$ cat config.mk
export PLATFORM = sky130hd
export DESIGN_NAME = lru_key_cache_unit_flat
export DESIGN_NICKNAME = d
export VERILOG_FILES = /design/src/hw/rtl/lrukc_pkg.sv /design/src/hw/rtl/lrukc_req_if.sv /design/src/hw/rtl/lrukc_rsp_if.sv /design/src/hw/rtl/lrukc_slot_array.sv /design/src/hw/rtl/lru_key_cache_unit.sv /design/src/flat_wrapper.sv
export VERILOG_INCLUDE_DIRS = /design/src /design/src/hw/rtl
export SDC_FILE = /design/constraint.sdc
export NUM_CORES = 2
export LEC_CHECK = 0
export ABC_CLOCK_PERIOD_IN_PS = 5400
export CAP_MARGIN = 15
export CORE_UTILIZATION = 30
export CTS_CLUSTER_SIZE = 16
export DETAILED_ROUTE_END_ITERATION = 10
export DONT_BUFFER_PORTS = 1
export GPL_ROUTABILITY_DRIVEN = 0
export HOLD_SLACK_MARGIN = 0.05
export PLACE_DENSITY = 0.49
export SLEW_MARGIN = 20
export SYNTH_ARGS = -nofsm -noshare
export SYNTH_HDL_FRONTEND = slang
export SYNTH_SLANG_ARGS = --single-unit
$ cat constraint.sdc
create_clock -name clock -period 5.4 [get_ports clock]
set_input_delay 1.08 -clock clock [delete_from_list [all_inputs] [get_ports clock]]
set_output_delay 1.08 -clock clock [all_outputs]
set_load 0.02 [all_outputs]
$ cat src/hw/rtl/lru_key_cache_unit_macros.svh
// Assertion macros used by the LRU key cache RTL (the slot array).
// Depends on nothing; users must have signals named clock and reset in scope.
`ifndef LRU_KEY_CACHE_UNIT_MACROS_SVH
`define LRU_KEY_CACHE_UNIT_MACROS_SVH

`ifndef ASSERT_OFF
// Checked at every clock edge while reset is low.
`define LRUKC_ASSERT(lbl, prop, msg) \
   lbl: assert property (@(posedge clock) disable iff (reset) (prop)) else $error(msg);
// Checked at every clock edge, reset included.
`define LRUKC_ASSERT_ALWAYS(lbl, prop, msg) \
   lbl: assert property (@(posedge clock) (prop)) else $error(msg);
`else
`define LRUKC_ASSERT(lbl, prop, msg)
`define LRUKC_ASSERT_ALWAYS(lbl, prop, msg)
`endif

`endif

$ cat src/hw/rtl/lrukc_pkg.sv
// Package of the LRU key cache: field widths and the lookup result type.
// Depends on nothing; used by the interfaces, the slot array and the top level.
`default_nettype none

package lrukc_pkg;

   localparam int KEY_FIELD_WIDTH  = 64;
   localparam int SLOT_FIELD_WIDTH = 4;

   typedef struct packed {
      logic                        hit;
      logic [SLOT_FIELD_WIDTH-1:0] slot;
      logic                        replaced;
   } lookup_result_type;

endpackage

`default_nettype wire

$ cat src/hw/rtl/lrukc_req_if.sv
// Request channel of the LRU key cache: valid/ready handshake with one key.
// Depends on lrukc_pkg for the key field width.
`default_nettype none

interface lrukc_req_if;
   logic                                 valid;
   logic                                 ready;
   logic [lrukc_pkg::KEY_FIELD_WIDTH-1:0] lookup_key;

   modport source (output valid, output lookup_key, input ready);
   modport sink   (input valid, input lookup_key, output ready);
endinterface

`default_nettype wire

$ cat src/hw/rtl/lrukc_rsp_if.sv
// Response channel of the LRU key cache: valid/ready handshake with the lookup result.
// Depends on lrukc_pkg for the slot field width.
`default_nettype none

interface lrukc_rsp_if;
   logic                                  valid;
   logic                                  ready;
   logic                                  hit;
   logic [lrukc_pkg::SLOT_FIELD_WIDTH-1:0] slot;
   logic                                  replaced;

   modport source (output valid, output hit, output slot, output replaced, input ready);
   modport sink   (input valid, input hit, input slot, input replaced, output ready);
endinterface

`default_nettype wire

$ cat src/hw/rtl/lrukc_slot_array.sv
// Slot storage of the LRU key cache: keys, valid marks, recency ranks and the
// single-pass lookup and update logic. Depends on lrukc_pkg and the macros header.
`default_nettype none
`include "lru_key_cache_unit_macros.svh"

module lrukc_slot_array #(
   parameter int ENTRIES   = 16,
   parameter int KEY_WIDTH = 64
) (
   input  wire logic                          clock,
   input  wire logic                          reset,
   input  wire logic                          fire,
   input  wire logic [KEY_WIDTH-1:0]          key,
   output      lrukc_pkg::lookup_result_type  result
);

   localparam int IDX_W = (ENTRIES > 1) ? $clog2(ENTRIES) : 1;
   localparam int EXT_W = (IDX_W > lrukc_pkg::SLOT_FIELD_WIDTH) ? IDX_W
                                                                : lrukc_pkg::SLOT_FIELD_WIDTH;
   localparam logic [IDX_W-1:0] MRU_RANK = IDX_W'(ENTRIES - 1);

   logic [KEY_WIDTH-1:0] key_ff   [ENTRIES];
   logic [ENTRIES-1:0]   valid_ff;
   logic [IDX_W-1:0]     rank_ff  [ENTRIES];

   logic [ENTRIES-1:0] match;
   logic [ENTRIES-1:0] lru;
   logic [ENTRIES-1:0] sel;
   logic               hit;
   logic [IDX_W-1:0]   idx;
   logic [IDX_W-1:0]   old_rank;
   logic [EXT_W-1:0]   idx_ext;

   always_comb begin
      for (int i = 0; i < ENTRIES; i++) begin
         match[i] = valid_ff[i] && (key_ff[i] == key);
         lru[i]   = (rank_ff[i] == '0);
      end
      hit = |match;
      sel = hit ? match : lru;
      // Valid keys are distinct and the ranks are a permutation, so sel is one-hot
      // and the index and old rank can be gathered by OR.
      idx      = '0;
      old_rank = '0;
      for (int i = 0; i < ENTRIES; i++) begin
         if (sel[i]) begin
            idx      = idx | IDX_W'(i);
            old_rank = old_rank | rank_ff[i];
         end
      end
      idx_ext         = EXT_W'(idx);
      result.hit      = hit;
      result.slot     = idx_ext[lrukc_pkg::SLOT_FIELD_WIDTH-1:0];
      result.replaced = !hit && |(lru & valid_ff);
   end

   always_ff @(posedge clock) begin
      if (reset) begin
         valid_ff <= '0;
         for (int i = 0; i < ENTRIES; i++) begin
            rank_ff[i] <= IDX_W'(ENTRIES - 1 - i);
         end
      end else if (fire) begin
         for (int i = 0; i < ENTRIES; i++) begin
            if (sel[i]) begin
               rank_ff[i] <= MRU_RANK;
            end else if (rank_ff[i] > old_rank) begin
               rank_ff[i] <= rank_ff[i] - 1'b1;
            end
            if (sel[i] && !hit) begin
               valid_ff[i] <= 1'b1;
            end
         end
      end
   end

   // Key storage has no reset; a key is only ever read behind its valid mark.
   always_ff @(posedge clock) begin
      if (fire && !hit) begin
         for (int i = 0; i < ENTRIES; i++) begin
            if (sel[i]) begin
               key_ff[i] <= key;
            end
         end
      end
   end

   `LRUKC_ASSERT(a_lru_onehot, $onehot(lru), "ranks lost their permutation")
   `LRUKC_ASSERT(a_match_onehot0, $onehot0(match), "a key is stored in two valid slots")
   `LRUKC_ASSERT(a_touched_mru, fire |=> (rank_ff[$past(idx)] == MRU_RANK),
                 "touched slot did not become most recent")
   `LRUKC_ASSERT(a_fill_valid, (fire && !hit) |=> valid_ff[$past(idx)],
                 "filled slot is not valid")

endmodule

`default_nettype wire

$ cat src/hw/rtl/lru_key_cache_unit.sv
// Top level of the LRU key cache: input register, slot array, result register.
// Depends on lrukc_pkg, lrukc_req_if, lrukc_rsp_if and lrukc_slot_array.
`default_nettype none

// A fully associative cache of ENTRIES keys with exact least-recently-used
// replacement. Every request carries one key and yields exactly one response,
// in order. On a hit the response reports hit=1 and the slot holding the key,
// and that slot becomes most recent. On a miss the least recent slot is
// refilled with the key and reported with hit=0; replaced is 1 when the slot
// held a valid key before. After reset no slot is valid and slots are taken
// from ENTRIES-1 downward. Only the low KEY_WIDTH bits of the key are used, and
// the slot number is reported in four bits (masked when ENTRIES exceeds 16).
// The block accepts one request per clock cycle, sustained, while responses
// are taken. A request is registered in the input register on acceptance;
// the parallel key compare and rank update then run against all slots and
// the result is registered in the result register, from which the response
// is presented until it is taken. The state update happens in the same cycle
// as the compare, which lets the next request see it immediately.
// Response backpressure stalls the pipeline through a combinational ready path.

module lru_key_cache_unit #(
   parameter int ENTRIES   = 16,
   parameter int KEY_WIDTH = 64
) (
   input wire logic    clock,
   input wire logic    reset,
   lrukc_req_if.sink   req_bus,
   lrukc_rsp_if.source rsp_bus
);

   logic                 in_valid_ff;
   logic                 in_valid_in;
   logic [KEY_WIDTH-1:0] key_ff;
   logic                 out_valid_ff;
   logic                 out_valid_in;
   logic                 advance;
   logic                 req_fire;

   lrukc_pkg::lookup_result_type result;
   lrukc_pkg::lookup_result_type result_ff;

   // The held request moves on when the result register is empty or is being drained.
   assign advance      = in_valid_ff && (!out_valid_ff || rsp_bus.ready);
   assign req_bus.ready = !in_valid_ff || advance;
   assign req_fire     = req_bus.valid && req_bus.ready;
   assign in_valid_in  = req_fire || (in_valid_ff && !advance);
   assign out_valid_in = advance || (out_valid_ff && !rsp_bus.ready);

   always_ff @(posedge clock) begin
      if (reset) begin
         in_valid_ff  <= 1'b0;
         out_valid_ff <= 1'b0;
      end else begin
         in_valid_ff  <= in_valid_in;
         out_valid_ff <= out_valid_in;
      end
   end

   // Payload registers carry no reset.
   always_ff @(posedge clock) begin
      if (req_fire) begin
         key_ff <= req_bus.lookup_key[KEY_WIDTH-1:0];
      end
      if (advance) begin
         result_ff <= result;
      end
   end

   lrukc_slot_array #(
      .ENTRIES   (ENTRIES),
      .KEY_WIDTH (KEY_WIDTH)
   ) u_slots (
      .clock  (clock),
      .reset  (reset),
      .fire   (advance),
      .key    (key_ff),
      .result (result)
   );

   assign rsp_bus.valid    = out_valid_ff;
   assign rsp_bus.hit      = result_ff.hit;
   assign rsp_bus.slot     = result_ff.slot;
   assign rsp_bus.replaced = result_ff.replaced;

endmodule

`default_nettype wire

$ cat src/flat_wrapper.sv
// flat-port wrapper written by rule: the top's interface ports become plain ports
module lru_key_cache_unit_flat 
#(
   parameter int ENTRIES   = 16,
   parameter int KEY_WIDTH = 64
)
  (clock, reset, req_bus_valid, req_bus_lookup_key, req_bus_ready, rsp_bus_valid, rsp_bus_hit, rsp_bus_slot, rsp_bus_replaced, rsp_bus_ready);
  lrukc_req_if req_bus_i ();
  lrukc_rsp_if rsp_bus_i ();
  input wire logic clock;
  input wire logic reset;
  input wire logic [$bits(req_bus_i.valid)-1:0] req_bus_valid;
  input wire logic [$bits(req_bus_i.lookup_key)-1:0] req_bus_lookup_key;
  output wire logic [$bits(req_bus_i.ready)-1:0] req_bus_ready;
  output wire logic [$bits(rsp_bus_i.valid)-1:0] rsp_bus_valid;
  output wire logic [$bits(rsp_bus_i.hit)-1:0] rsp_bus_hit;
  output wire logic [$bits(rsp_bus_i.slot)-1:0] rsp_bus_slot;
  output wire logic [$bits(rsp_bus_i.replaced)-1:0] rsp_bus_replaced;
  input wire logic [$bits(rsp_bus_i.ready)-1:0] rsp_bus_ready;
  assign req_bus_i.valid = req_bus_valid;
  assign req_bus_i.lookup_key = req_bus_lookup_key;
  assign req_bus_ready = req_bus_i.ready;
  assign rsp_bus_valid = rsp_bus_i.valid;
  assign rsp_bus_hit = rsp_bus_i.hit;
  assign rsp_bus_slot = rsp_bus_i.slot;
  assign rsp_bus_replaced = rsp_bus_i.replaced;
  assign rsp_bus_i.ready = rsp_bus_ready;
  lru_key_cache_unit #(.ENTRIES(ENTRIES), .KEY_WIDTH(KEY_WIDTH)) u_core (.clock(clock), .reset(reset), .req_bus(req_bus_i), .rsp_bus(rsp_bus_i));
endmodule
### After elaboration in Yosys (flattened, before gate mapping)

Memories as Yosys holds them, arrays and structs flattened.
Index checks and enable logic that the tools add are counted.
W data, S select, Z words.

* bits in latches: 0
* register bits: 88
* bits in writable memories: 1088
* logic and storage cells: 445
* output and inout bits: 8
* input bits: 68
* bits in read-only memories: 0
* memories kept: 2

Memories
* u_core.u_slots.key_ff: depth 16, bits a word 64, rd ports 16, clocked after Yosys merged registers in 0, wr ports 16, RTL line lrukc_slot_array.sv:22 `logic [KEY_WIDTH-1:0] key_ff [ENTRIES];`
* u_core.u_slots.rank_ff: depth 16, bits a word 4, rd ports 16, clocked after Yosys merged registers in 0, wr ports 16, RTL line lrukc_slot_array.sv:24 `logic [IDX_W-1:0] rank_ff [ENTRIES];`

* $lt $le $gt $ge: 16
* equal/unequal tests: 16
* bitwise operators: 48
* add/subtract/negate cells: 16
* mux-type cells: 238
* multipliers: 0
* shifts and indexed selects: 0
* divide/modulo/power cells: 0
* reductions and logical operators: 84

Operators by type and width (number)
* $eq A64 B64 Y1: 16
* $mux W4: 48
* $mux W1: 181
* $gt A4 B4 Y1: 16
* $logic_not A4 Y1: 16
* $sub A4 B1 Y4 const B: 16
* $or A4 B4 Y4: 15
* $logic_and A1 B1 Y1: 38
* $or A1 B1 Y1: 32
* $reduce_and A2 Y1: 16
* $reduce_or A16 Y1: 2
* $and A16 B16 Y16: 1
* $mux W16: 1
* $mux W3: 4
* $mux W2: 4
* $reduce_or A8 Y1: 1
* $logic_not A1 Y1: 5
* $logic_or A1 B1 Y1: 4
* $reduce_or A4 Y1: 1
* $reduce_or A2 Y1: 1

### Depth between registers and ports, before layout

An unclocked memory read counts as a cell.

* depth after elaboration: 43
* depth in mapped cells: 23
* mapped depth without buffers: 18

### Cells and area by module

A second synthesis with hierarchy kept.

* cells, all modules: 3594
* area total of the unflattened synthesis: 52825.7 um2

By module, submodules not included
* lrukc_slot_array: area an instance 50619.8 um2, times used 1, cells each 3514, seq. area each 32991.6 um2
* lru_key_cache_unit: area an instance 2205.9 um2, times used 1, cells each 80, seq. area each 2142.1 um2

### Least setup slack after synthesis

Ideal clock, no wire load.

* path kind: reg2reg
* start point: register u_core.key_ff[54]
* end point: memory u_core.u_slots.key_ff[0][0], enable pin
* required time: 4.913 ns
* buffers on the path: 5
* slack: -0.294 ns
* setup time: 0.487 ns
* cell stages (with the launch flop): 14
* period minus slack after synthesis: 5.694 ns
* arrival: 5.208 ns
* cells stage by stage: edfxtp_1 > clkbuf_1 > buf_2 > xor2_1 > nor4_1 > nand4_1 > nor4_1 > clkbuf_1 > nor4_1 > and4_1 > buf_2 > buf_4 > nand2_1 > nor2_1

RTL lines
* start, declared: RTL line lru_key_cache_unit.sv:33 `logic [KEY_WIDTH-1:0] key_ff;`
* start signal, assigned: RTL line lru_key_cache_unit.sv:62 `key_ff <= req_bus.lookup_key[KEY_WIDTH-1:0];`
* end, declared: RTL line lrukc_slot_array.sv:22

==> results.toml <==
[outcome]
outcome = "finished clean"

[placed_design]
dp_hpwl_um = 133000
dp.cells = 6043
portBuffers = 0
placed_cell_area_um2 = 58000
preCtsSetupSlack_ps = -13.5

[drt]
initialDrtViolationCount = 3426
via_per_inst = 5.24
drt.antenna.violating_nets = 0
first_pass_iters = 6
drc = 0
finalWirelength_um = 193000
vias = 32994
wl_per_cell_um = 30.6

[grt]
grt_pass1_wl_um = 265000
grt_pass1_vias = 31893
overflow = 0
grt_max_degree = 66
antenna_found_initial = 14
track_usage_pct = 21.7

[layout]
fillers = 16568
drive_above_1_share_pct = 15.0
finalNonFillerCells = 6298
mostFrequentLayoutCell = "edfxtp_1"
finalInstanceArea_um2 = 62500
fin_util_pct = 36.3
layout.nets = 4037
area_delta_synth_final_pct = 19.5
layout_common_cells = "edfxtp_1, xnor2_1, xor2_1"

[sta]
hold_violations = 0
slew_violations = 0
fin_tns_setup_ps = 0
max_freq_mhz = 192
finalWorstSetupSlack_ps = 182
slew_headroom_pct = 23.9
fin_crit_sh_pct = 96.6
worst_slew_pin_slew_ps = 1140
period_minus_slack_ps = 5220
final-setup-viol-count = 0
skew_ps = 57.8

[synth]
synth_flop_cell = "edfxtp_1"
synthCells = 3533
avgSynthCellArea_um2 = 14.8
syn-cell-area_um2 = 52300
syn-num-nets = 3693
ys_async_sr_fraction_pct = 0
post_synth_num_cell_types = 71
synth_edf_count = 1158
yosys_warnings = 0
synth_seq_cells = 1176
yosysSeqAreaShare_pct = 67.2

[pwr]
p_int_uw = 15800
combinationalPowerShare_pct = 7.0
p_per_area_nw_per_um2 = 332
pwr-share-seq_pct = 49.1
p_sw_uw = 4960
static-leakage-power_uw = 0.0203
switching_share_pct = 23.9
p_clk_share_pct = 43.9
peakVddDrop_v = 0.000335

[critical_path]
r2r-start = "u_core.key_ff[41]"
cp.arrival_ps = 5720
r2r_end = "u_core.u_slots.rank_ff[0][19]"
path_max_fanout = 22
cp-end-kind = "register"
critPathLaunchType = "register"
critPathLaunch = "u_core.key_ff[41]"
endpoint = "u_core.u_slots.rank_ff[0][19]"
path_class = "register to register"
ff2ff_path_depth = 22
rrSetupSlack_ps = 180
required_ps = 5900

[clock_network]
numCtsBuffers = 138
root_buffer = "clkbuf_16"
worstSkewPairLatency_ps = 780
cts_hold_buf = 0
clkSinkCount = 1176
cts_tree = "done"
ctsHtreeMaxLevel = 4
clockBufferDepth = 3
path_clk_slew_ps = 60

[floorplan]
coreArea_um2 = 172000
dieWidth_um = 420
ioPinCount = 76
rows = 152
initial_core_util_pct = 30.4
die_y_um = 420
fp.dieArea_um2 = 176000

[hold_path]
hold_depth = 0
holdCritPathClass = "input port to register"

[run]
drv_cap = 0
==> worst max-delay path, stage by stage (launching register included) <==
cell	delay [ps]
edfxtp_1	460
buf_12	210
inv_1	410
o221ai_1	250
nor4_1	700
nand4_1	340
buf_4	260
nor2_1	210
a22oi_1	130
nand2_1	80
a2111o_1	110
a21oi_2	50
buf_4	170
buf_4	150
ha_1	280
nor2b_1	140
o21a_1	120
o21ai_0	80
a21oi_1	210
buf_4	150
inv_1	40
a211oi_2	270
nand2_1	80
==> stage by stage <==
| step | hold WS [ps] | total power, uW |
|---|---|---|
| floorplan | 441 | 11000 |
| global placement | 481 | 11800 |
| detailed placement | 485 | 11800 |
| CTS | 344 | 20900 |
| global route | 356 | 21300 |
| finish | 402 | 20800 |
==> routing by layer <==
metal  routed length, um  up-vias  global-route usage (%)
met5                  17        -                       0
met4                6650        2                    7.13
met3               12000      284                    3.48
met2               89200     1294                    34.5
met1               84800    17294                    30.0
li1                    -    14120                       -
==> cell type report <==
class                           count  area (um^2)  area share, %
Sequential cell                  1176        35100           56.2
Clock inverter                     70          654           1.05
Multi-Input combinational cell   2089        16100           25.8
Clock buffer                      178         3670           5.87
Tap cell                         2310         2890           4.62
Inverter                          122          463          0.741
Antenna cell                        3         7.51         0.0120
Timing Repair Buffer              350         3570           5.72
==> power groups by stage <==
stage          Combinational, uW  Clock (uW)  Sequential (uW)
2_1_floorplan                652           0            10400
3_3_place_gp                1420           0            10400
3_5_place_dp                1430           0            10400
4_1_cts                     1440        9290            10200
5_1_grt                     1510        9620            10200
6_report                    1450        9120            10200
==> worst min-delay path by stage <==
stage | start | endpoint | slack, ps
3_5_place_dp | u_core.u_slots.valid_ff[9] | u_core.u_slots.valid_ff[9] | 490
6_report | req_bus_lookup_key[23] | u_core.key_ff[23] | 400
4_1_cts | req_bus_lookup_key[40] | u_core.key_ff[40] | 340
3_3_place_gp | u_core.u_slots.valid_ff[9] | u_core.u_slots.valid_ff[9] | 480
5_1_grt | req_bus_lookup_key[40] | u_core.key_ff[40] | 360
2_1_floorplan | u_core.u_slots.valid_ff[15] | u_core.u_slots.valid_ff[15] | 440
==> cells in the mapped netlist (22+ instances only) <==
master / number / area, um^2
a21oi_1: 42 / 210
a22o_1: 24 / 210
a22oi_1: 33 / 248
buf_2: 99 / 495
clkbuf_1: 22 / 82.6
edfxtp_1: 1158 / 34800
ha_1: 92 / 1150
inv_1: 114 / 428
nand2_1: 59 / 221
nand2b_1: 179 / 1120
nand3_1: 54 / 270
nand4_1: 137 / 857
nor2_1: 58 / 218
nor2b_1: 62 / 388
nor3_1: 39 / 195
nor4_1: 130 / 813
o2111ai_1: 54 / 473
o21a_1: 25 / 188
o21ai_0: 33 / 165
o22ai_1: 50 / 313
o2bb2ai_1: 29 / 254
xnor2_1: 463 / 4060
xor2_1: 316 / 2770
==> flip-flops by register name, summed over array words and instances, names as in the netlist <==
| register | cells |
|---|---|
| u_core.in_valid_ff | 1 |
| u_core.key_ff | 64 |
| u_core.rsp_bus.hit | 1 |
| u_core.rsp_bus.replaced | 1 |
| u_core.rsp_bus.slot | 4 |
| u_core.rsp_bus.valid | 1 |
| u_core.u_slots.key_ff | 1024 |
| u_core.u_slots.rank_ff | 64 |
| u_core.u_slots.valid_ff | 16 |
==> timing repair <==
| action | CTS | global route |
|---|---|---|
| pin swaps | 0 | 2 |
| setup buffers | 2 | 2 |
| gates resized for setup | 0 | 20 |
| setup endpoints to repair | 24 | 92 |
==> cells by family (layout without fill, tap and decap cells) <==
group | after synthesis | count (layout) | share of synthesized area, %
other | 0 | 3 | 0
AO/OA/AOI/OAI | 430 | 430 | 6.30
flip-flops | 1176 | 1176 | 67.2
buffers and inverters | 268 | 720 | 2.36
AND/OR/NAND/NOR | 788 | 788 | 8.93
XOR/XNOR | 779 | 779 | 13.0
adder cells (fa/ha/maj) | 92 | 92 | 2.20
(Power assumes the default switching activity.)
